[src/hw/rtl/pis_pkg.sv]
// ----------------------------------------------------------------------------
// pis_pkg
// shared widths, register indexes, reset values and types for the pid block
// ----------------------------------------------------------------------------
package pis_pkg;

    localparam int DataW   = 16;
    localparam int ErrW    = 17;
    localparam int DiffW   = 18;
    localparam int LimW    = 15;
    localparam int FracW   = 16;
    localparam int IntegW  = 40;
    localparam int PropW   = 34;
    localparam int DerivW  = 35;
    localparam int PdW     = 36;
    localparam int SumW    = 42;
    localparam int CfgIdxW = 3;

    // register indexes on the configuration channel
    localparam logic [CfgIdxW-1:0] REG_KP     = 3'd0;
    localparam logic [CfgIdxW-1:0] REG_KI     = 3'd1;
    localparam logic [CfgIdxW-1:0] REG_KD     = 3'd2;
    localparam logic [CfgIdxW-1:0] REG_ILIM   = 3'd3;
    localparam logic [CfgIdxW-1:0] REG_OLIM   = 3'd4;
    localparam logic [CfgIdxW-1:0] REG_THRESH = 3'd5;
    localparam logic [CfgIdxW-1:0] REG_OFFSET = 3'd6;

    localparam logic [DataW-1:0] RST_KP     = 16'd20480;
    localparam logic [DataW-1:0] RST_KI     = 16'd0;
    localparam logic [DataW-1:0] RST_KD     = 16'd0;
    localparam logic [LimW-1:0]  RST_ILIM   = 15'd2300;
    localparam logic [LimW-1:0]  RST_OLIM   = 15'd2500;
    localparam logic [LimW-1:0]  RST_THRESH = 15'd2560;
    localparam logic [DataW-1:0] RST_OFFSET = 16'hFF0F;   // -241

    typedef struct packed {
        logic [DataW-1:0]        kp;
        logic [DataW-1:0]        ki;
        logic [DataW-1:0]        kd;
        logic [LimW-1:0]         ilim;
        logic [LimW-1:0]         olim;
        logic [LimW-1:0]         thresh;
        logic signed [DataW-1:0] offset;
    } t_cfg;

    // pipeline advance and the valid bit of the stage feeding a module
    typedef struct packed {
        logic en;
        logic vld;
    } t_stage_ctl;

endpackage

[src/hw/rtl/pis_out.sv]
// ----------------------------------------------------------------------------
// pis_out
// final sum, truncation toward zero, output clamp and result register
// ----------------------------------------------------------------------------
module pis_out (
    input  logic                                i_clk,
    input  pis_pkg::t_stage_ctl                 i_ctl,
    input  pis_pkg::t_cfg                       i_cfg,
    input  logic signed [pis_pkg::PdW-1:0]      i_pd,
    input  logic signed [pis_pkg::IntegW-1:0]   i_isel,
    input  logic                                i_active,
    output logic signed [pis_pkg::DataW-1:0]    o_drive,
    output logic                                o_active,
    output logic                                o_sat
);

    localparam int QW = pis_pkg::SumW - pis_pkg::FracW;

    logic signed [pis_pkg::SumW-1:0] sum;
    logic signed [pis_pkg::SumW-1:0] olim_q;
    logic signed [QW-1:0]            olim_i;
    logic signed [QW-1:0]            q;
    logic                            sat;
    logic signed [QW-1:0]            drive_w;

    logic signed [pis_pkg::DataW-1:0] r_drive;
    logic                             r_active;
    logic                             r_sat;

    always_comb begin
        sum    = pis_pkg::SumW'(i_pd) + pis_pkg::SumW'(i_isel);
        olim_q = {{(pis_pkg::SumW - pis_pkg::LimW - pis_pkg::FracW){1'b0}}, i_cfg.olim,
                  {pis_pkg::FracW{1'b0}}};
        olim_i = {{(QW - pis_pkg::LimW){1'b0}}, i_cfg.olim};
        sat    = (sum > olim_q) || (sum < -olim_q);
        // round toward zero: a negative sum with a fraction moves up by one
        q = sum[pis_pkg::SumW-1:pis_pkg::FracW]
          + QW'(sum[pis_pkg::SumW-1] && (|sum[pis_pkg::FracW-1:0]));
        if (q > olim_i) begin
            drive_w = olim_i;
        end else if (q < -olim_i) begin
            drive_w = -olim_i;
        end else begin
            drive_w = q;
        end
    end

    always_ff @(posedge i_clk) begin
        if (i_ctl.en && i_ctl.vld) begin
            r_drive  <= drive_w[pis_pkg::DataW-1:0];
            r_active <= i_active;
            r_sat    <= sat;
        end
    end

    assign o_drive  = r_drive;
    assign o_active = r_active;
    assign o_sat    = r_sat;

endmodule

[config.mk]
export PLATFORM = sky130hd
export DESIGN_NAME = pis_out
export DESIGN_NICKNAME = d
export VERILOG_FILES = /design/src/hw/rtl/pis_pkg.sv /design/src/hw/rtl/pis_out.sv
export SDC_FILE = /design/constraint.sdc
export NUM_CORES = 1
export LEC_CHECK = 0
export CORE_UTILIZATION = 26
export CTS_CLUSTER_DIAMETER = 200
export DETAILED_ROUTE_END_ITERATION = 6
export DONT_BUFFER_PORTS = 1
export PLACE_DENSITY = 0.4
export SETUP_SLACK_MARGIN = 0.1
export SYNTH_ARGS = -nofsm -noshare
export SYNTH_HDL_FRONTEND = slang
export SYNTH_SLANG_ARGS = --single-unit
[constraint.sdc]
create_clock -name i_clk -period 20.4 [get_ports i_clk]
set_input_delay 6.12 -clock i_clk [delete_from_list [all_inputs] [get_ports i_clk]]
set_output_delay 6.12 -clock i_clk [all_outputs]
set_load 0.1 [all_outputs]
; After elaboration in Yosys (flattened, before gate mapping)
; Cells that the tools add are included.
[word_totals]
reg_bits = 18
elab_cells = 18
output_inout_bits = 18
[op_classes]
n_reduce_logical = 4
addsub = 4
n_lt_le_gt_ge = 4
n_mux = 2
[ops]
columns = operator, count
row1 = < comparator 41 x 42 -> 1 bit, 1
row2 = negation 31 -> 42 bit, 1
row3 = adder 36 x 40 -> 41 bit, 1
row4 = > comparator 41 x 32 -> 1 bit, 1
row5 = adder 25 x 2 -> 26 bit, 1
row6 = > comparator 26 x 16 -> 1 bit, 1
row7 = < comparator 26 bit, 1
row8 = negation 15 -> 26 bit, 1
row9 = 2-to-1 mux 16 bit, 1
row10 = OR reduction 16 bit, 1
row11 = 2-to-1 mux 15 bit, 1
row12 = logical AND 1 bit, 2
row13 = logical OR 1 bit, 1

; Depth between registers and ports, before layout
[depth]
depth_word = 7
depth_mapped = 34
depth_no_buf = 33

; Least setup slack after synthesis
; OpenSTA, ideal clock, no wires.
[synth_timing]
kind = in2reg
start = in i_pd[11] (netlist name)
end = reg r_drive (netlist bit o_drive[12]), data pin
t_arrival_ns = 11.739
setup_time_ns = 0.261
path_slack_ns = 8.400
path_buffers = 2
required_ns = 20.139
cell_stages = 31
path_cell_list = ha_1 buf_4 a211oi_2 o221ai_2 or3_1 or3_1 a31o_2 a21oi_2 o211ai_1 o21ai_2 and2_1 ha_1 ha_1 nand3_1 or3_1 nor3_1 nand4_1 xor2_1 inv_1 ha_1 a21o_1 a21oi_1 o21ai_0 a21oi_1 nand3_1 o21ai_0 o31ai_1 clkbuf_1 a21oi_1 nor2_1 a311o_1
[synth_between]
elab_chain_len = 7
word_cells_on_any_way = 8
[synth_lines]
columns = element, line_no
row1 = "start, declared", pis_out.sv:9  ; input logic signed [pis_pkg::PdW-1:0] i_pd,
row2 = adder 36 x 40 -> 41 bit *, pis_out.sv:31  ; sum = pis_pkg::SumW'(i_pd) + pis_pkg::SumW'(i_isel);
row3 = OR reduction 16 bit, pis_out.sv:38  ; + QW'(sum[pis_pkg::SumW-1] && (|sum[pis_pkg::FracW-1:0]));
row4 = logical AND 1 bit, pis_out.sv:38
row5 = adder 25 x 2 -> 26 bit *, pis_out.sv:38
row6 = < comparator 26 bit, pis_out.sv:41  ; end else if (q < -olim_i) begin
row7 = 2-to-1 mux 16 bit, pis_out.sv:41
row8 = 2-to-1 mux 15 bit *, pis_out.sv:39  ; if (q > olim_i) begin
row9 = named net drive_w[12], pis_out.sv:24  ; logic signed [QW-1:0] drive_w;
row10 = "end signal, assigned", pis_out.sv:50  ; r_drive <= drive_w[pis_pkg::DataW-1:0];
row11 = "end, declared", pis_out.sv:26  ; logic signed [pis_pkg::DataW-1:0] r_drive;
; The timed path passes the listed nets; every way through them passes the cells marked *.
; A chain may end at the register's enable or synchronous reset.

; Worst setup path in the final report
[layout_timing]
start = in i_pd[11] (netlist name)
end = reg r_drive (netlist bit o_drive[11]), data pin
; Same word-level chain as after synthesis.

==> flow_summary.toml <==
[setup_path]
critPathCaptureType = "flop"
worstPathArrival_ns = 13.35
cp_slowest_cell = "a31o_1"
cp_top_family = "simple AND/OR/NAND/NOR gates"
critPathMaxFanout = 15
cpMostUsedCell = "ha_1"
cp-start-kind = "primary input"
setup.worst_path.start = "i_pd[11]"
cp.buffers_inverters = 0
critPathMaxStageDelay_ns = 0.80
worstSetupPathType = "primary input to flop"
crit_required_ns = 20.39

[synth]
synth_ff_type = "edfxtp_1"
synth_area_mm2 = 0.00657
ys_seq_area_frac = 0.0823
yosys_register_bits = 18
synth_common_cells = "ha_1 (124), a21oi_1 (73), nor2_1 (63)"
synth_edf_count = 18
yosysMostFrequentCell = "ha_1"
synth_cell_type_count = 89
synthTopCellsByArea = "ha_1 (24%), edfxtp_1 (8.2%), a21oi_1 (5.6%)"
yosys_warnings = 0
avgSynthCellArea_um2 = 7.73
syn_inst = 849
synth_top_area_share = 0.236
async_flop_share = 0
syn-num-nets = 1163
synth_top_cell_by_area = "ha_1"

[floorplanning]
die-area_mm2 = 0.0259
coreArea_mm2 = 0.0245
fp.dieW_um = 161
num_rows = 57
fp.dieH_um = 161
io-pin-count = 207
start_util = 0.268

[clocking]
cts_setup_buffers = 0
clockBufferDepth = 2
cts.sinks = 18
htreeDepth = 1
cts_buffers = 3
cts_tree = "done"
clk_pin_slew_ns = 0.05
cts_resized = 0
holdBufCountCts = 0
root_buffer = "clkbuf_16"

[hold_path]
hp-class = "primary input to flop"
hold_start = "i_active"

[power]
power_uw = 366
cellPowerDensity_mw_per_mm2 = 52.8
peakVddDrop_mv = 0.0488
p_leak_nw = 2.94

[routing]
top_layer = "met4"
dr.pass1.iters = 5
drtAntennaViolNets = 0
wl_met2_um = 8420
wl_um = 20000
drt-initial-drc-count = 267
vias = 6139
viasPerCell = 5.33
wl_per_cell_um = 17.4
wl_met3_um = 686
drc = 0
drt-met1-wl_um = 10700

[global_route]
grt_use_total = 0.152
grt_first_pass_wirelength_um = 32000
grt_pass1_vias = 5976
antenna_found_initial = 0
grt_max_degree = 30
grt_overflow = 0

[layout]
area_delta_synth_final_pct = 5.51
insertedDiodeCount = 0
drive_gt1_frac = 0.0628
fin_nets = 1143
fin_util = 0.282

[timing]
maxSlewHeadroom = 0.289
fin_crit_sh = 0.655
finalHoldViolations = 0
slew_violations = 0
fmax_ghz = 0.0748
min_period_ns = 13.36
rsz0062_at_grt = "no"
worst_slew_pin_slew_ns = 1.07
setup_viol = 0
tns_ns = 0

[placement]
hpwl_um = 17600
routabilityCongestion = 0.834
numPortBuffers = 0

[run_status]
status = "completed"

[job]
maxCapViolCount = 0
## power by group
part / leakage [nW] / internal (mW) / switching, mW / total (mW)
clock network: 0.0385 / 0.0260 / 0.0123 / 0.0383
logic: 2.73 / 0.0984 / 0.156 / 0.255
registers: 0.168 / 0.0465 / 0.0265 / 0.0730
total: 2.94 / 0.171 / 0.195 / 0.366
## state kept, by name, indices dropped and copies added (netlist names)
| signal | flops |
|---|---|
| o_active | 1 |
| o_drive | 16 |
| o_sat | 1 |
## per-stage QoR
stage	cell area, um2	hold WS (ns)	setup slack [ns]	instances
after floorplan	6570	6.22	8.40	849
after global placement	6850	6.22	6.79	1148
after detailed placement	6850	6.22	6.81	1148
after CTS	6930	5.96	7.04	1152
after global routing	6930	5.96	6.55	1152
final	6930	5.97	7.04	1152
## final timing paths
check	to	slack, ns	cells after the start
worst min-delay path	o_active$_DFFE_PP_	5.97	0
worst max-delay path	o_drive[11]$_DFFE_PP_	7.04	25
## cells by family after synthesis
logic type	synth area share
simple gates	0.249
buf+inv	0.0482
flops	0.0823
compound gates	0.268
xor+xnor	0.0897
mux	0.0234
fa+ha+maj	0.239
## placed cells by master (no fill, tap or decap), types with 4 or more instances in the layout
master	instances
and3_1	14
mux2i_1	12
xnor2_2	5
nor2_1	63
nand4_1	31
nand3_1	27
nor2b_1	12
nand2_1	61
ha_1	124
o211a_1	6
o21a_1	18
or3_1	7
a21o_1	25
o21bai_1	6
a211oi_1	6
o21ai_1	9
o21ai_0	39
or4_1	4
xnor2_1	30
inv_1	47
nor3_1	25
o211ai_1	8
a21oi_1	73
and2_1	11
nor4_1	21
nand2b_1	6
a31oi_1	10
xor2_1	23
a211oi_2	4
edfxtp_1	18
## cell type report
| cell class | count | area (um2) |
|---|---|---|
| clock buffers | 3 | 75.1 |
| multi-input cells | 758 | 5720 |
| clock inverters | 1 | 3.75 |
| flip-flops and latches | 18 | 541 |
| well taps | 324 | 405 |
| fillers | 2777 | 17600 |
| inverters | 48 | 180 |
## per-layer routing
layer	vias up	GRT usage
met5	-	0
met4	0	0.0257
met3	14	0.0108
met2	126	0.237
met1	2840	0.228
li1	3159	-
Power figures use the tool's default switching activity.
