==> config.mk <==
export PLATFORM = sky130hd
export DESIGN_NAME = pis_front
export DESIGN_NICKNAME = d
export VERILOG_FILES = /design/src/hw/rtl/pis_pkg.sv /design/src/hw/rtl/pis_front.sv
export SDC_FILE = /design/constraint.sdc
export NUM_CORES = 1
export LEC_CHECK = 0
export BUFFER_PORTS_ARGS = -buffer_cell sky130_fd_sc_hd__buf_2
export CAP_MARGIN = 20
export CORE_MARGIN = 2
export CORE_UTILIZATION = 46
export CTS_CLUSTER_DIAMETER = 120
export CTS_CLUSTER_SIZE = 28
export DETAILED_ROUTE_END_ITERATION = 7
export GPL_TIMING_DRIVEN = 0
export PLACE_DENSITY = 0.86
export SLEW_MARGIN = 20
export SYNTH_ARGS = -nofsm -noshare
export SYNTH_HDL_FRONTEND = slang
export SYNTH_SLANG_ARGS = --single-unit
export TNS_END_PERCENT = 100
==> constraint.sdc <==
create_clock -name i_clk -period 6.95 [get_ports i_clk]
set_input_delay 1.0425 -clock i_clk [delete_from_list [all_inputs] [get_ports i_clk]]
set_output_delay 1.0425 -clock i_clk [all_outputs]
set_load 0.01 [all_outputs]
==> src/hw/rtl/pis_pkg.sv <==
// ----------------------------------------------------------------------------
// pis_pkg
// shared widths, register indexes, reset values and types for the pid block
// ----------------------------------------------------------------------------
package pis_pkg;

    localparam int DataW   = 16;
    localparam int ErrW    = 17;
    localparam int DiffW   = 18;
    localparam int LimW    = 15;
    localparam int FracW   = 16;
    localparam int IntegW  = 40;
    localparam int PropW   = 34;
    localparam int DerivW  = 35;
    localparam int PdW     = 36;
    localparam int SumW    = 42;
    localparam int CfgIdxW = 3;

    // register indexes on the configuration channel
    localparam logic [CfgIdxW-1:0] REG_KP     = 3'd0;
    localparam logic [CfgIdxW-1:0] REG_KI     = 3'd1;
    localparam logic [CfgIdxW-1:0] REG_KD     = 3'd2;
    localparam logic [CfgIdxW-1:0] REG_ILIM   = 3'd3;
    localparam logic [CfgIdxW-1:0] REG_OLIM   = 3'd4;
    localparam logic [CfgIdxW-1:0] REG_THRESH = 3'd5;
    localparam logic [CfgIdxW-1:0] REG_OFFSET = 3'd6;

    localparam logic [DataW-1:0] RST_KP     = 16'd20480;
    localparam logic [DataW-1:0] RST_KI     = 16'd0;
    localparam logic [DataW-1:0] RST_KD     = 16'd0;
    localparam logic [LimW-1:0]  RST_ILIM   = 15'd2300;
    localparam logic [LimW-1:0]  RST_OLIM   = 15'd2500;
    localparam logic [LimW-1:0]  RST_THRESH = 15'd2560;
    localparam logic [DataW-1:0] RST_OFFSET = 16'hFF0F;   // -241

    typedef struct packed {
        logic [DataW-1:0]        kp;
        logic [DataW-1:0]        ki;
        logic [DataW-1:0]        kd;
        logic [LimW-1:0]         ilim;
        logic [LimW-1:0]         olim;
        logic [LimW-1:0]         thresh;
        logic signed [DataW-1:0] offset;
    } t_cfg;

    // pipeline advance and the valid bit of the stage feeding a module
    typedef struct packed {
        logic en;
        logic vld;
    } t_stage_ctl;

endpackage

==> src/hw/rtl/pis_front.sv <==
// ----------------------------------------------------------------------------
// pis_front
// error forming, saturation to 17 bits, separation test and error difference
// ----------------------------------------------------------------------------
module pis_front (
    input  logic                                i_clk,
    input  logic                                i_rst_n,
    input  pis_pkg::t_stage_ctl                 i_ctl,
    input  pis_pkg::t_cfg                       i_cfg,
    input  logic signed [pis_pkg::DataW-1:0]    i_target,
    input  logic signed [pis_pkg::DataW-1:0]    i_measured,
    output logic signed [pis_pkg::ErrW-1:0]     o_err,
    output logic signed [pis_pkg::DiffW-1:0]    o_diff,
    output logic                                o_active
);

    logic signed [pis_pkg::DiffW-1:0] raw;
    logic signed [pis_pkg::ErrW-1:0]  err;
    logic        [pis_pkg::ErrW-1:0]  mag;
    logic                             active;
    logic signed [pis_pkg::DiffW-1:0] diff;

    logic signed [pis_pkg::ErrW-1:0]  r_prev;
    logic signed [pis_pkg::ErrW-1:0]  r_err;
    logic signed [pis_pkg::DiffW-1:0] r_diff;
    logic                             r_active;

    always_comb begin
        raw = pis_pkg::DiffW'(i_target) - pis_pkg::DiffW'(i_measured)
            - pis_pkg::DiffW'(i_cfg.offset);
        // clip into the 17-bit signed range
        if (raw[pis_pkg::DiffW-1] != raw[pis_pkg::DiffW-2]) begin
            err = raw[pis_pkg::DiffW-1] ? {1'b1, {(pis_pkg::ErrW-1){1'b0}}}
                                        : {1'b0, {(pis_pkg::ErrW-1){1'b1}}};
        end else begin
            err = raw[pis_pkg::ErrW-1:0];
        end
        mag    = err[pis_pkg::ErrW-1] ? (~err + 1'b1) : err;
        active = mag <= {2'b00, i_cfg.thresh};
        diff   = pis_pkg::DiffW'(err) - pis_pkg::DiffW'(r_prev);
    end

    always_ff @(posedge i_clk) begin
        if (!i_rst_n) begin
            r_prev <= '0;
        end else if (i_ctl.en && i_ctl.vld) begin
            r_prev <= err;
        end
    end

    always_ff @(posedge i_clk) begin
        if (i_ctl.en && i_ctl.vld) begin
            r_err    <= err;
            r_diff   <= diff;
            r_active <= active;
        end
    end

    assign o_err    = r_err;
    assign o_diff   = r_diff;
    assign o_active = r_active;

endmodule

-- Yosys cells after proc, flatten, opt, wreduce, memory -nomap -nowiden
Index checks and enable logic that the tools add are counted.
- output and inout port bits: 36
- flip-flop bits (word level): 53
- multiplexer cells: 3
- add/sub/neg operators: 4
- eq/ne operators: 1
- $lt $le $gt $ge: 1
- reduce and logical (&&, ||, !) cells: 1
- bitwise operators: 1
- operators by type and width (operator ; number):
    two-way mux 17 bit ; 3
    subtractor 17 x 16 -> 18 bit ; 1
    subtractor 17 x 17 -> 18 bit ; 1
    adder 17 x 1 -> 17 bit, second input constant ; 1
    less-or-equal comparator 17 x 15 -> 1 bit ; 1
    inverter 17 bit ; 1
    subtractor 16 x 16 -> 17 bit ; 1
    logical AND 1 bit ; 1
    inequality test 1 bit ; 1

-- Longest topological paths before layout
- depth in word-level cells: 8
- depth in mapped cells: 33
- gate-level depth less buffers: 31

-- Least setup slack after synthesis
OpenSTA, ideal clock, no wires.
- path kind: input-to-reg
- start point: input i_cfg[2] (netlist bit)
- end point: register r_active (netlist: o_active) (data pin)
- stages on the path: 32
- arrival time: 6.983 ns
- slack: -0.298 ns
- cells stage by stage: inv_1 fa_1 ha_1 nor2b_1 o2111a_1 o21ai_0 a211oi_1 o211ai_1 a21o_1 nand2b_1 a21oi_1 xnor2_1 ha_1 clkbuf_1 clkbuf_1 nand2_1 o21ai_0 ha_1 o2111ai_1 nor4b_1 nand3b_1 o31ai_1 xnor2_1 ha_1 nand4_1 nor2_1 nand3_1 nand4_1 a21oi_1 nor3_1 nand4bb_1 nand3_1
- word-level cells in the longest chain between the ends: 7
- RTL lines (item ; line ; text):
    start: declaration ; pis_front.sv:9 ; input pis_pkg::t_cfg i_cfg,
    subtractor 17 x 16 -> 18 bit * ; pis_front.sv:30 ; - pis_pkg::DiffW'(i_cfg.offset);
    two-way mux 17 bit / inequality test 1 bit (equally long branches) ; pis_front.sv:33, pis_front.sv:32 ;
    two-way mux 17 bit * ; pis_front.sv:32 ; if (raw[pis_pkg::DiffW-1] != raw[pis_pkg::DiffW-2]) begin
    inverter 17 bit ; pis_front.sv:38 ; mag = err[pis_pkg::ErrW-1] ? (~err + 1'b1) : err;
    adder 17 x 1 -> 17 bit ; pis_front.sv:38 ;
    two-way mux 17 bit * ; pis_front.sv:38 ;
    less-or-equal comparator 17 x 15 -> 1 bit * ; pis_front.sv:39 ; active = mag <= {2'b00, i_cfg.thresh};
    net active ; pis_front.sv:20 ; logic active;
    end signal: assignment ; pis_front.sv:55 ; r_active <= active;
    end: declaration ; pis_front.sv:26 ; logic r_active;
The timed path passes the listed nets; every way through them passes the cells marked *.
A chain may end at the register's enable or synchronous reset.

-- Worst setup path in the final report
- start point: input i_target[2] (netlist bit)
- end point: register r_diff, in the netlist o_diff[14] (data pin)
- word-level cells in the longest chain between the ends: 5
- RTL lines (item ; line ; text):
    start: declaration ; pis_front.sv:10 ; input logic signed [pis_pkg::DataW-1:0] i_target,
    subtractor 16 x 16 -> 17 bit * ; pis_front.sv:29 ; raw = pis_pkg::DiffW'(i_target) - pis_pkg::DiffW'(i_measured)
    subtractor 17 x 16 -> 18 bit * ; pis_front.sv:30 ;
    two-way mux 17 bit / inequality test 1 bit (equally long branches) ; pis_front.sv:33, pis_front.sv:32 ;
    two-way mux 17 bit * ; pis_front.sv:32 ;
    net err (one bit) ; pis_front.sv:18 ; logic signed [pis_pkg::ErrW-1:0] err;
    subtractor 17 x 17 -> 18 bit * ; pis_front.sv:40 ; diff = pis_pkg::DiffW'(err) - pis_pkg::DiffW'(r_prev);
    net diff (one bit) ; pis_front.sv:21 ; logic signed [pis_pkg::DiffW-1:0] diff;
    end signal: assignment ; pis_front.sv:54 ; r_diff <= diff;
    end: declaration ; pis_front.sv:25 ; logic signed [pis_pkg::DiffW-1:0] r_diff;
Marks and branches as above.

==> summary.md <==
| Metric | Value |
|---|---|
| Sw Ratio | `0.476` |
| Ant. Diodes | `0` |
| Vias | `4210` |
| Flops & latches, synth | `53` |
| NumNets Final | `862` |
| Commonest cells in the netlist | `89 x inv_1, 52 x ha_1, 36 x edfxtp_1` |
| Crit path DAT | `6.76 ns` |
| Peak supply drop | `0.242 mV` |
| Clock latency on the worst-skew pair | `0.31 ns` |
| # clock sinks | `53` |
| Max-slew violation count | `0` |
| Layout cells sized above 1 | `0.263` |
| Yosys warns | `0` |
| Synthesized area | `4810 um2` |
| RR Endpoint | `o_diff[14]` |
| Sequential share of power | `0.166` |
| HPWL after DPL | `8790 um` |
| WS Path Type | `input port to register` |
| Drt total wl | `10900 um` |
| Core Util, Final | `0.577` |
| DR iter-0 viols | `198` |
| Yosys top cell area share | `0.225` |
| Max incr delay on CP | `0.59 ns` |
| Setup violators final | `0` |
| Total Die Area | `11300 um2` |
| Crit-path cells | `buf_2 -> fa_1 -> ha_4 -> nor2b_2 -> o2111a_1 -> o21ai_2 -> a211oi_2 -> o211ai_1 -> a21o_1 -> nand2b_1 -> a21oi_2 -> xnor2_1 -> ha_1 -> inv_2 -> or4_4 -> nand2_2 -> nor2_1 -> inv_1 -> ha_1 -> a21oi_1 -> maj3_2 -> o211ai_2 -> and4b_1 -> or4_1` |
| Starting Density | `0.470` |
| Inst Count DP | `763` |
| Crit share post-route | `0.967` |
| GP Congestion | `0.840` |
| Core footprint | `10200 um2` |
| Async set or reset register ratio after synthesis | `0` |
| Internal power | `1.84 mW` |
| Register-to-register setup slack | `4.11 ns` |
| Fill cell count | `862` |
| Crit path required time | `6.99 ns` |
| Maximum clock rate | `149 MHz` |
| Leakage | `2.82 nW` |
| Top cell type by total area after synthesis | `edfxtp_1` |
| Worst R2R Start | `r_prev[0]` |
| Global-route wire length before repair | `17400 um` |
| Avg Inst Size Synth | `9.18 um2` |
| Number of global-route vias before repair | `3991` |
| Clock tree buffer depth | `2` |
| Worst Clk Skew | `0.0128 ns` |
| Pwr/cell area | `596 nW/um2` |
| Crit Path Max Fanout | `9` |
| Post-Layout Cell Count | `785` |
| Clock Pin Slew Worst Setup and Hold Paths | `0.09 ns` |
| Post-synth cell types | `67` |
| Total gr overflow | `0` |
| CTS Buf Count | `5` |
| Routed Antenna Nets | `0` |
| Fin. Hold Viols | `0` |
| Hold Path Origin | `r_prev[5]` |
| Max_cap viols | `0` |
| Min-Delay Path Depth | `2` |
| Worst Setup Start Kind | `input port` |
| CP max stage cell | `fa_1` |
| Worst Tran Pin Value | `0.834 ns` |
| Routed vias/inst | `5.36` |
| Worst Hold End | `r_prev[5]` |
| R2R depth | `9` |
| Most numerous cell in the Yosys netlist | `inv_1` |
| Die H | `106 um` |
| H-Tree Depth | `2` |
| Worst Setup End Kind | `register` |
| Drc violations | `0` |
| Per-cell routed wire length | `13.8 um` |
| Cts hold-fix bufs | `0` |
| Combinational Power Share | `0.788` |
| # IOs | `181` |
| Chip width | `106 um` |
| Syn Inst Count | `524` |
| Most used cell, CP | `ha_1` |
| Post-synthesis sequential area ratio | `0.296` |
| Root Driver | `clkbuf_8` |
| Rel. slew slack | `0.439` |
| Clk pwr share | `0.045` |
| Hold Path Class | `register to register` |
| Std cell rows | `37` |
| Antenna violations before repair | `0` |
| Status | `completed` |
| First drt pass iteration count | `4` |
| Post-layout min period | `6.72 ns` |
| Post-synth EDFFs | `36` |
| Top FF cell, synth | `edfxtp_1` |
| Most area-consuming cells after synthesis | `edfxtp_1 22%, ha_1 14%, dfxtp_1 7.1%` |
| Pin count of the biggest net entering global routing | `28` |
| GRT Total Usage | `0.188` |
| Psw | `1.67 mW` |
| Port bufs | `102` |
| CTS tree | `yes` |
| Synth-to-layout area growth | `22.7%` |
| Mapped Nets | `738` |
kinds of logic (layout without fill, tap and decap cells):
| family | after synthesis | count (layout) | synth area share |
|---|---|---|---|
| buf+inv | 100 | 225 | 0.0783 |
| xor+xnor | 39 | 39 | 0.0710 |
| compound gates | 129 | 129 | 0.191 |
| fa+ha+maj | 72 | 72 | 0.213 |
| mux | 4 | 4 | 0.00858 |
| flops | 53 | 53 | 0.296 |
| simple gates | 127 | 127 | 0.143 |
power groups by stage:
stage,sequential (mW),combinational [mW],clock [mW]
after detailed placement,0.593,2.45,0
final,0.585,2.77,0.159
after CTS,0.586,2.54,0.161
after global routing,0.594,3.06,0.171
after global placement,0.590,2.32,0
after floorplan,0.646,1.84,0
timing repair:
item                                    in CTS  in global routing
gates resized for setup                     18                 21
setup buffers                                3                 12
endpoints found under the setup margin       6                  4
pin swaps                                    3                 19
metrics by stage:
step | hold slack, ns | power (mW) | worst slack, ns | TNS [ns] | cell area [um2]
3_5_place_dp | 0.457 | 3.05 | -1.15 | -4.47 | 5530
2_1_floorplan | 0.443 | 2.48 | 0.0472 | 0 | 4820
6_report | 0.479 | 3.52 | 0.232 | 0 | 5900
3_3_place_gp | 0.452 | 2.91 | -0.972 | -3.06 | 5500
5_1_grt | 0.511 | 3.82 | -0.0795 | -0.125 | 5900
4_1_cts | 0.472 | 3.28 | 0.00605 | 0 | 5710
layout make-up:
cell class | instances | area (um2) | area share
inverters | 90 | 338 | 0.0572
multi-input cells | 371 | 3180 | 0.539
clock inverters | 2 | 10.0 | 0.00170
flip-flops and latches | 53 | 1420 | 0.241
plain buffers | 9 | 60.1 | 0.0102
clock buffers | 6 | 72.6 | 0.0123
repair buffers | 118 | 651 | 0.110
well taps | 136 | 170 | 0.0288
placed cells by master (no fill, tap or decap), types with 16 or more instances in the layout:
cell | netlist | layout
xnor2_1 | 27 | 27
edfxtp_1 | 36 | 36
fa_1 | 17 | 17
a21o_1 | 16 | 16
nor2_1 | 23 | 23
dfxtp_1 | 17 | 17
ha_1 | 52 | 49
nand2_1 | 35 | 33
buf_2 | 1 | 103
inv_1 | 89 | 88
a21oi_1 | 28 | 25
state kept, by name, indices dropped and copies added, names as in the netlist:
register  cells
o_active      1
r_prev       17
o_diff       18
o_err        17
critical path: cells and delay by family:
| kind | cells | cell delay [ns] |
|---|---|---|
| AND/OR/NAND/NOR | 7 | 1.86 |
| adder cells (fa/ha/maj) | 5 | 1.81 |
| AO/OA/AOI/OAI | 8 | 1.54 |
| buffers and inverters | 3 | 0.38 |
| XOR/XNOR | 1 | 0.09 |
how the worst max path moves through the flow:
stage	startpoint	end	slack [ns]	cells past startpoint
detailed placement	i_cfg[2]	o_active	-1.15	33
global route	i_target[2]	o_active	-0.08	32
global placement	i_cfg[2]	o_active	-0.97	33
finish	i_target[2]	o_diff[14]	0.23	24
CTS	i_cfg[2]	o_active	0.006	33
floorplan	i_cfg[2]	o_active	0.05	32
per-layer routing:
metal,vias up,track usage,share of wire
met5,-,0,0
met4,0,0.0705,0.031
met3,32,0.0184,0.049
met2,164,0.357,0.51
met1,1931,0.216,0.41
li1,2083,-,-
No activity file was read; power rests on OpenSTA's default activity.
