$ cat config.mk
export PLATFORM = sky130hd
export DESIGN_NAME = pis_accum
export DESIGN_NICKNAME = d
export VERILOG_FILES = /design/src/hw/rtl/pis_pkg.sv /design/src/hw/rtl/pis_accum.sv
export SDC_FILE = /design/constraint.sdc
export NUM_CORES = 1
export LEC_CHECK = 0
export ABC_AREA = 1
export BUFFER_PORTS_ARGS = -buffer_cell sky130_fd_sc_hd__buf_2
export CAP_MARGIN = 20
export CORE_AREA = 10 10 161 163
export CTS_BUF_LIST = sky130_fd_sc_hd__clkbuf_2
export CTS_CLUSTER_SIZE = 10
export DETAILED_ROUTE_END_ITERATION = 10
export DIE_AREA = 0 0 171 173
export PLACE_DENSITY = 0.71
export SETUP_SLACK_MARGIN = 0.1
export SYNTH_ARGS = -nofsm -noshare
export SYNTH_HDL_FRONTEND = slang
export SYNTH_SLANG_ARGS = --single-unit
$ cat constraint.sdc
create_clock -name i_clk -period 11.45 [get_ports i_clk]
set_clock_uncertainty 0.2 [all_clocks]
set_input_delay 2.29 -clock i_clk [delete_from_list [all_inputs] [get_ports i_clk]]
set_output_delay 2.29 -clock i_clk [all_outputs]
set_load 0.1 [all_outputs]
$ cat src/hw/rtl/pis_pkg.sv
// ----------------------------------------------------------------------------
// pis_pkg
// shared widths, register indexes, reset values and types for the pid block
// ----------------------------------------------------------------------------
package pis_pkg;

    localparam int DataW   = 16;
    localparam int ErrW    = 17;
    localparam int DiffW   = 18;
    localparam int LimW    = 15;
    localparam int FracW   = 16;
    localparam int IntegW  = 40;
    localparam int PropW   = 34;
    localparam int DerivW  = 35;
    localparam int PdW     = 36;
    localparam int SumW    = 42;
    localparam int CfgIdxW = 3;

    // register indexes on the configuration channel
    localparam logic [CfgIdxW-1:0] REG_KP     = 3'd0;
    localparam logic [CfgIdxW-1:0] REG_KI     = 3'd1;
    localparam logic [CfgIdxW-1:0] REG_KD     = 3'd2;
    localparam logic [CfgIdxW-1:0] REG_ILIM   = 3'd3;
    localparam logic [CfgIdxW-1:0] REG_OLIM   = 3'd4;
    localparam logic [CfgIdxW-1:0] REG_THRESH = 3'd5;
    localparam logic [CfgIdxW-1:0] REG_OFFSET = 3'd6;

    localparam logic [DataW-1:0] RST_KP     = 16'd20480;
    localparam logic [DataW-1:0] RST_KI     = 16'd0;
    localparam logic [DataW-1:0] RST_KD     = 16'd0;
    localparam logic [LimW-1:0]  RST_ILIM   = 15'd2300;
    localparam logic [LimW-1:0]  RST_OLIM   = 15'd2500;
    localparam logic [LimW-1:0]  RST_THRESH = 15'd2560;
    localparam logic [DataW-1:0] RST_OFFSET = 16'hFF0F;   // -241

    typedef struct packed {
        logic [DataW-1:0]        kp;
        logic [DataW-1:0]        ki;
        logic [DataW-1:0]        kd;
        logic [LimW-1:0]         ilim;
        logic [LimW-1:0]         olim;
        logic [LimW-1:0]         thresh;
        logic signed [DataW-1:0] offset;
    } t_cfg;

    // pipeline advance and the valid bit of the stage feeding a module
    typedef struct packed {
        logic en;
        logic vld;
    } t_stage_ctl;

endpackage

$ cat src/hw/rtl/pis_accum.sv
// ----------------------------------------------------------------------------
// pis_accum
// clamped integral accumulator and the partial sum of the p and d terms
// ----------------------------------------------------------------------------
module pis_accum (
    input  logic                                i_clk,
    input  logic                                i_rst_n,
    input  pis_pkg::t_stage_ctl                 i_ctl,
    input  pis_pkg::t_cfg                       i_cfg,
    input  logic signed [pis_pkg::PropW-1:0]    i_p,
    input  logic signed [pis_pkg::PropW-1:0]    i_i,
    input  logic signed [pis_pkg::DerivW-1:0]   i_d,
    input  logic                                i_active,
    output logic signed [pis_pkg::PdW-1:0]      o_pd,
    output logic signed [pis_pkg::IntegW-1:0]   o_isel,
    output logic                                o_active
);

    localparam int AccW = pis_pkg::IntegW + 1;

    logic signed [AccW-1:0]             acc;
    logic signed [AccW-1:0]             lim;
    logic signed [pis_pkg::IntegW-1:0]  integ_next;
    logic signed [pis_pkg::PdW-1:0]     pd;

    logic signed [pis_pkg::IntegW-1:0]  r_integ;
    logic signed [pis_pkg::PdW-1:0]     r_pd;
    logic signed [pis_pkg::IntegW-1:0]  r_isel;
    logic                               r_active;

    always_comb begin
        acc = AccW'(r_integ) + AccW'(i_i);
        lim = {{(AccW - pis_pkg::LimW - pis_pkg::FracW){1'b0}}, i_cfg.ilim,
               {pis_pkg::FracW{1'b0}}};
        if (acc > lim) begin
            integ_next = lim[pis_pkg::IntegW-1:0];
        end else if (acc < -lim) begin
            integ_next = pis_pkg::IntegW'(-lim);
        end else begin
            integ_next = acc[pis_pkg::IntegW-1:0];
        end
        pd = pis_pkg::PdW'(i_p) + pis_pkg::PdW'(i_d);
    end

    // integral is frozen while the error is outside the separation band
    always_ff @(posedge i_clk) begin
        if (!i_rst_n) begin
            r_integ <= '0;
        end else if (i_ctl.en && i_ctl.vld && i_active) begin
            r_integ <= integ_next;
        end
    end

    always_ff @(posedge i_clk) begin
        if (i_ctl.en && i_ctl.vld) begin
            r_pd     <= pd;
            r_isel   <= i_active ? integ_next : '0;
            r_active <= i_active;
        end
    end

    assign o_pd     = r_pd;
    assign o_isel   = r_isel;
    assign o_active = r_active;

endmodule

**Word-level counts from Yosys, hierarchy flattened**

Cells that the tools add are included.

- Register bits after elaboration: 117
- Input port bits: 217
- Output and inout port bits: 77
- Word-level logic and storage cells: 13

- Add/sub/neg operators: 3
- Magnitude comparators: 2
- Muxes and demuxes: 2
- Reductions and logical operators: 2

Operators with widths:

| cell | number |
|---|---|
| $mux W40 | 2 |
| $add A40 B34 Y41 | 1 |
| $gt A41 B32 Y1 | 1 |
| $lt A41 B41 Y1 | 1 |
| $neg A31 Y41 | 1 |
| $add A34 B35 Y36 | 1 |
| $logic_and A1 B1 Y1 | 2 |

**Depth between registers and ports, before layout**

Gate-level depths: netlist of run 1.

- Depth after elaboration: 4
- Mapped depth: 34
- Gate-level depth less buffers: 33

**Worst setup path after synthesis of run 1**

OpenSTA, ideal clock, no wires.

- Path type: input to register
- Start point: in i_i[0] in the netlist's numbering
- End point: reg r_isel, in the netlist o_isel[21] (data pin)
- Setup time: 0.270 ns
- Data arrival time: 5.610 ns
- Required time: 10.980 ns
- Path slack: 5.369 ns
- Cell stages on the path: 31
- Buffers on the path: 1
- Path through: ha_1 > fa_1 > nand2_1 > nand2_1 > nand2_1 > o21ai_0 > nand2_1 > nand2_1 > nand2_1 > nand2_1 > a31oi_1 > o21ai_0 > xor2_1 > inv_1 > ha_1 > nand2_1 > nor3b_1 > nand3_1 > nor2_1 > nand2_1 > nor2_1 > nand3_1 > nor2_1 > nand3_1 > nand2_1 > nand2_1 > nand2_2 > inv_2 > buf_4 > nand2_1 > a21oi_1

- Word-level cells in the longest chain between the ends: 4
- Elaborated cells between the ends (all ways): 5
- Those cells by class: add/sub: 1; order compare: 2; mux: 2

Ends and longest elaborated chain:

| element | line | RTL |
|---|---|---|
| start, declared | pis_accum.sv:11 | `input logic signed [pis_pkg::PropW-1:0] i_i,` |
| $add A40 B34 Y41 (*) | pis_accum.sv:32 | `acc = AccW'(r_integ) + AccW'(i_i);` |
| $lt A41 B41 Y1 | pis_accum.sv:37 | `end else if (acc < -lim) begin` |
| $mux W40 | pis_accum.sv:37 |  |
| $mux W40 (*) | pis_accum.sv:35 | `if (acc > lim) begin` |
| end signal, assigned | pis_accum.sv:57 | `r_isel <= i_active ? integ_next : '0;` |
| end, declared | pis_accum.sv:28 | `logic signed [pis_pkg::IntegW-1:0] r_isel;` |

Every way passes the cells marked *; elsewhere a longest branch is shown, timed or not.
A chain may end at the register's enable or synchronous reset.

**Worst setup path in the final report of run 1**

- Start point: in i_i[0] in the netlist's numbering
- End point: reg r_isel, in the netlist o_isel[32] (data pin)

Same word-level chain as after synthesis.

==> results of run 1 <==
[stage by stage]
step	power, mW	worst slack [ns]	instances	cell area [um^2]
floorplan	0.9811	5.369	1433	10270
global placement	1.115	3.354	1895	11530
detailed placement	1.121	3.320	1895	11530
CTS	1.453	4.104	1927	11820
global route	1.540	3.686	1928	11820
finish	1.444	3.882	1930	11830
[sequential cells by signal, summed over array words and instances (netlist names)]
signal and count:
o_pd 36, o_isel 40, o_active 1, r_integ 40
[synthesized netlist by cell type (2+ instances only)]
cell / n / share of area, %
buf_2: 4 / 0.19
a21oi_2: 2 / 0.17
nand2_1: 338 / 12
xnor2_1: 22 / 1.9
o21ai_0: 67 / 3.3
nor3_2: 2 / 0.19
dfxtp_1: 40 / 7.8
or2_1: 6 / 0.37
a21o_1: 5 / 0.37
edfxtp_1: 77 / 23
nand3b_1: 7 / 0.51
nor3_1: 9 / 0.44
o21a_1: 19 / 1.4
o21bai_1: 10 / 0.73
nor2_2: 5 / 0.30
nand2_2: 7 / 0.43
o211ai_1: 4 / 0.29
o221ai_1: 3 / 0.26
nor3b_1: 2 / 0.15
fa_1: 2 / 0.39
a21oi_1: 135 / 6.6
inv_1: 200 / 7.3
nand3_2: 8 / 0.78
inv_2: 4 / 0.15
xor2_1: 44 / 3.8
nand3_1: 111 / 5.4
a31oi_1: 9 / 0.55
nor4_1: 3 / 0.18
buf_4: 4 / 0.29
a21boi_1: 2 / 0.15
clkbuf_1: 16 / 0.58
and3_1: 2 / 0.12
nor2_1: 125 / 4.6
nand4_1: 13 / 0.79
o21ai_1: 2 / 0.097
and2_1: 2 / 0.12
ha_1: 113 / 14
[final cells by class]
class                   count  area share [%]
multi-input cells        1086           53.04
flip-flops and latches    117           26.33
repair buffers            202           8.613
inverters                 205           6.518
well taps                 285           3.016
clock inverters            15           1.704
clock buffers              17          0.7195
diodes                      3         0.06349
[final timing paths]
check / end / depth (start not counted) / slack, ns / start
setup reg to reg: o_isel[32]$_SDFFCE_PN0P_ / 31 / 5.24 / r_integ[0]$_SDFFE_PN0P_
hold / removal: r_integ[15]$_SDFFE_PN0P_ / 2 / 0.37 / r_integ[15]$_SDFFE_PN0P_
setup / recovery: o_isel[32]$_SDFFCE_PN0P_ / 32 / 3.88 / i_i[0]
hold reg to reg: r_integ[15]$_SDFFE_PN0P_ / 2 / 0.37 / r_integ[15]$_SDFFE_PN0P_
[kinds of logic (layout without fill, tap and decap cells)]
kind of cell,count (synthesis),after routing,synth area share [%]
adders and majority gates,115,115,14.16
other,0,3,0
AOI/OAI and AO/OA,263,263,14.27
xor gates and xnor gates,66,66,5.629
buffers and inverters,230,439,8.675
and+or+nand+nor,642,642,26.95
DFF,117,117,30.32
[layer usage]
layer | up-vias | track usage (%) | share of wire, %
met4 | 12 | 8.191 | 3.2
met1 | 4478 | 24.09 | 42
li1 | 5182 | - | -
met3 | 81 | 6.969 | 8.0
met2 | 364 | 35.33 | 47
met5 | - | 0 | 0.28
[critical path: cells and delay by family]
kind | cells | cell delay [ns]
XOR/XNOR | 1 | 0.29
adder cells (fa/ha/maj) | 3 | 1.01
buffers and inverters | 3 | 0.51
AO/OA/AOI/OAI | 4 | 1.01
AND/OR/NAND/NOR | 21 | 2.84
[power by group through the flow]
stage                     combinational, mW  clock [mW]  sequential (mW)
after CTS                             0.612       0.338            0.503
after global placement                0.603           0            0.512
final                                 0.613       0.329            0.503
after global routing                  0.674       0.360            0.506
after detailed placement              0.610           0            0.511
after floorplan                       0.309           0            0.672
==> results.md, run 1 <==
- Syn_area_per_cell: 7.166 um^2
- Max Transition Viols Final: 0
- Hold_buf cts: 0
- Net Switching: 0.6425 mW
- Clock network fraction of total power: 22.8%
- TritonCTS Buffers: 17
- Status: completed
- Wire per inst: 16.32 um
- Worst path required time: 11.83 ns
- Post-synthesis cell area: 10270 um^2
- # rows: 55
- Clk slew on worst S/H paths: 0.20 ns
- Crit-path most repeated cell: nand2_1
- Fmax achieved: 0.1321 GHz
- Final HPWL DP: 25800 um
- Combinational power share: 42.4%
- Count of cell types in the netlist: 46
- H-Tree Depth: 4
- Pin count of the biggest net entering global routing: 81
- Initial antenna violation count: 9
- Initial Utilization: 45.49%
- Crit path largest cell delay: 0.46 ns
- Clock sinks: 117
- Syn-to-layout area delta: 15.16%
- Hold crit path type: flip-flop to flip-flop
- Drt total wl: 31500 um
- Fin nets: 1961
- PD cells: 122.1 nW/um^2
- Final Hold Viols: 0
- Height of the die: 173 um
- Starting DRT DRC Count: 610
- Total of max-cap violations: 0
- Tmin final: 7.568 ns
- Critical-path top delay cell: fa_1
- Routed via count: 10.12k
- Setup bufs post-CTS: 0
- Syn_nets: 1765
- CTS tree: yes
- Number of synthesized flops with an enable pin: 77
- Register area share after synthesis: 30.32%
- Tot GR Track Use: 21.06%
- Lkg Pwr: 6.150 nW
- Fin util: 52.39%
- TritonRoute pass-1 iters: 5
- Critical Path Fanout Max: 22
- Port Buf Inserts: 199
- Cells after Synth: 1433
- Final setup violation count: 0
- Asr flop ratio synth: 0%
- Post-route clock period utilization: 66.09%
- Max_slew headroom: 47.83%
- Via density: 5.242
- Core area: 22570 um^2
- Part of the power in registers: 34.8%
- Yosys warning count: 0
- Setup Crit Path Kind: input pin to flip-flop
- Reg area: 3113 um^2
- Post_cts resized: 0
- First-pass GRT wire length: 50480 um
- Die ar.: 29580 um^2
- Setup_tns: 0 ns
- RSZ-0062 raised after global routing: no
- Post-route ant nets: 0
- Dominant synthesized flop cell: edfxtp_1
- Clock insertion delay at the later pin of the skew report: 0.72 ns
- Switching fraction of total power: 44.48%
- Crit start category: input pin
- CP Capture Type: flip-flop
- CTS Root Cell: clkbuf_2
- Most frequent cells in the layout: nand2_1, inv_1, buf_2
- Die W: 171 um
- Gr ovfl total: 0
- Hold WS: 0.3744 ns
- Gpl congestion: 0.9523
- Fillers: 2272
- Clk buf depth: 2
- Worst-Margin Slew: 0.7826 ns
- Max VDD drop: 0.06302 mV
- Vias in the first global route: 10.27k
- Drt drc: 0
- Crit path DAT: 7.95 ns
- IO Count: 294
- Most common cell after layout, fill and taps aside: nand2_1
- P_int: 0.8018 mW
- Multi-input combinational cell area: 6272 um^2
- Layout cells sized above 1: 16.38%
- Flops & latches, synth: 117
No activity file was read; power rests on OpenSTA's default activity.
==> run 2, diff against run 1 <==
- ABC_AREA: 1 -> 0
- CORE_AREA: 10 10 161 163 -> 10 10 160 162
- DIE_AREA: 0 0 171 173 -> 0 0 170 172
- PLACE_DENSITY: 0.71 -> 0.74
- clock period: 11.45 -> 6.94 ns (I/O delays scaled with it)
==> run 2 against run 1 <==
- register-to-register slack lost 4.5 ns
- flip-flop and latch count is the same
- highest routed layer unchanged
- sequential share of layout area shrank 1.5 points
- final cell count shrank 9.6%
==> results.md, run 2 <==
- Status: completed
- Max_slew headroom: 28.94%
- Synth top area cells: edfxtp_1, ha_1, dfxtp_1
- Syn_area_per_cell: 8.831 um^2
- Flops & latches, synth: 117
- Drt drc: 0
- Post-route clock period utilization: 95.32%
- Worst reg2reg setup slack: 0.75 ns
- Met1 wire length: 13310 um
- Initial antenna violation count: 3
- Worst reg2reg path depth: 29
- Via density: 5.715
- Fmax achieved: 0.1512 GHz
- Post-synthesis cell area: 10130 um^2
- Post-route ant nets: 0
- RSZ-0062 raised after global routing: no
- Worst Hold Depth: 2
- Hold crit path type: flip-flop to flip-flop
- Syn_nets: 1479
- Part of the power in registers: 35.2%
- Critical Path Fanout Max: 23
- Hold Path Sink: r_integ[2]$_SDFFE_PN0P_
- Setup Crit Path Kind: input pin to flip-flop
- Switching fraction of total power: 44.32%
- Final Hold Viols: 0
- H-Tree Depth: 4
- Worst-Margin Slew: 1.066 ns
- Most common cell after layout, fill and taps aside: buf_2
- Dominant synthesized flop cell: edfxtp_1
- WL met3: 2947 um
- CTS tree: yes
- Die W: 170 um
- Clock network fraction of total power: 19.5%
- Total of max-cap violations: 0
- Gpl congestion: 0.9508
- Vias in the first global route: 9879
- Setup slack after layout: 0.3251 ns
- Reg2reg end: o_isel[10]$_SDFFCE_PN0P_
- Most frequent cells in the layout: buf_2, buf_4, ha_1
- Yosys warning count: 0
- Number of synthesized flops with an enable pin: 77
- Gr ovfl total: 0
- Cells after Synth: 1147
- Worst path required time: 7.32 ns
- TritonRoute pass-1 iters: 7
- Post-synth top area cell: edfxtp_1
- CTS Root Cell: clkbuf_2
- Initial Utilization: 45.29%
- Syn-to-layout area delta: 23.65%
- Post-synth top area share: 22.83%
- Clk buf depth: 2
- Top routing layer used: met5
- Hold_buf cts: 0
- Clk slew on worst S/H paths: 0.20 ns
- Tmin final: 6.615 ns
- Dpl ws: -0.4672 ns
- Tot GR Track Use: 21.15%
- Worst R2R Start: r_integ[6]$_SDFFE_PN0P_
- First-pass GRT wire length: 49870 um
- Register area share after synthesis: 30.73%
- IO Count: 294
- Combinational power share: 45.3%
- Routed via count: 9967
- Count of cell types in the netlist: 92
- Pin count of the biggest net entering global routing: 78
- # rows: 55
- Clock sinks: 117
- CP Capture Type: flip-flop
- Die ar.: 29240 um^2
- Crit path largest cell delay: 0.52 ns
- Final HPWL DP: 24710 um
- Net Switching: 1.033 mW
- Layout cells sized above 1: 28.12%
- PD cells: 186.0 nW/um^2
- Min-delay src: r_integ[2]$_SDFFE_PN0P_
- Max VDD drop: 0.1162 mV
- Setup_tns: 0 ns
- Crit path DAT: 7.00 ns
- Most common cell in the netlist: ha_1
- Clock insertion delay at the later pin of the skew report: 0.74 ns
- Height of the die: 172 um
- Lkg Pwr: 5.661 nW
- Port Buf Inserts: 199
- Post-synth top cells: ha_1, nand2_1, a21oi_1
- Final setup violation count: 0
- Starting DRT DRC Count: 815
- P_int: 1.297 mW
- TritonCTS Buffers: 17
- Wire per inst: 17.94 um
- Met2 WL: 14350 um
- Critical-path top delay cell: or4b_1
- Core area: 22370 um^2
- Crit start category: input pin
- Max Transition Viols Final: 0
- Fin nets: 1777
- Drt total wl: 31290 um
- Asr flop ratio synth: 0%
==> run 2: routing by layer <==
metal  up-vias  global-route usage (%)
met4         4                   6.598
met5         -                       0
met3        59                   6.452
li1       4866                       -
met1      4600                   26.09
met2       438                   34.69
==> run 2: kinds of logic after synthesis <==
| family | count (synthesis) | share of synthesized area, % |
|---|---|---|
| compound gates | 383 | 26.14 |
| xor+xnor | 71 | 6.213 |
| fa+ha+maj | 115 | 14.35 |
| buf+inv | 98 | 4.273 |
| flops | 117 | 30.73 |
| mux | 15 | 1.519 |
| simple gates | 348 | 16.77 |
==> run 2: layout make-up <==
| type | instances | area (um^2) |
|---|---|---|
| Fill cell | 2031 | 9839 |
| Multi-Input combinational cell | 932 | 6624 |
| Sequential cell | 117 | 3113 |
| Timing Repair Buffer | 324 | 2009 |
| Tap cell | 285 | 356.6 |
| Inverter | 53 | 198.9 |
| Clock inverter | 13 | 126.4 |
| Clock buffer | 19 | 95.09 |
| Antenna cell | 1 | 2.502 |
==> run 2: timing repair <==
item / in CTS / in global routing
setup buffers: 0 / 1
gates resized for setup: 0 / 10
setup endpoints to repair: 0 / 50
==> run 2: power groups by stage <==
stage / sequential [mW] / clock (mW) / combinational [mW]
6_report: 0.820 / 0.454 / 1.06
5_1_grt: 0.825 / 0.490 / 1.14
3_3_place_gp: 0.834 / 0 / 1.03
3_5_place_dp: 0.834 / 0 / 1.04
2_1_floorplan: 1.09 / 0 / 0.483
4_1_cts: 0.821 / 0.461 / 1.04
==> run 2: critical path, delay by kind of cell <==
kind,cells,cell delay (ns)
AOI/OAI and AO/OA,7,1.41
buffers and inverters,6,0.91
xor gates and xnor gates,1,0.19
adders and majority gates,2,0.65
and+or+nand+nor,14,2.40
==> run 2: worst max-delay path by stage <==
| stage | startpoint | endpoint | slack, ns | depth (start not counted) |
|---|---|---|---|---|
| after detailed placement | i_i[1] | o_isel[10]$_SDFFCE_PN0P_ | -0.47 | 29 |
| after global routing | i_i[6] | o_isel[21]$_SDFFCE_PN0P_ | 0.10 | 30 |
| after floorplan | i_i[6] | o_isel[23]$_SDFFCE_PN0P_ | 0.47 | 25 |
| after CTS | i_i[1] | o_isel[10]$_SDFFCE_PN0P_ | 0.28 | 29 |
| final | i_i[6] | o_isel[10]$_SDFFCE_PN0P_ | 0.33 | 30 |
| after global placement | i_i[1] | o_isel[29]$_SDFFCE_PN0P_ | -0.40 | 27 |
==> run 2: through the flow <==
stage / area, um^2 / total power, mW / instances / utilization (%) / hold WS [ns]
after floorplan: 10130 / 1.577 / 1147 / - / 0.2447
after global placement: 12260 / 1.860 / 1710 / 54.81 / 0.2544
after detailed placement: 12260 / 1.876 / 1710 / 54.81 / 0.2688
after CTS: 12480 / 2.326 / 1742 / 55.80 / 0.2911
after global routing: 12530 / 2.455 / 1744 / 56.01 / 0.3232
final: 12530 / 2.330 / 1744 / 56.01 / 0.2920
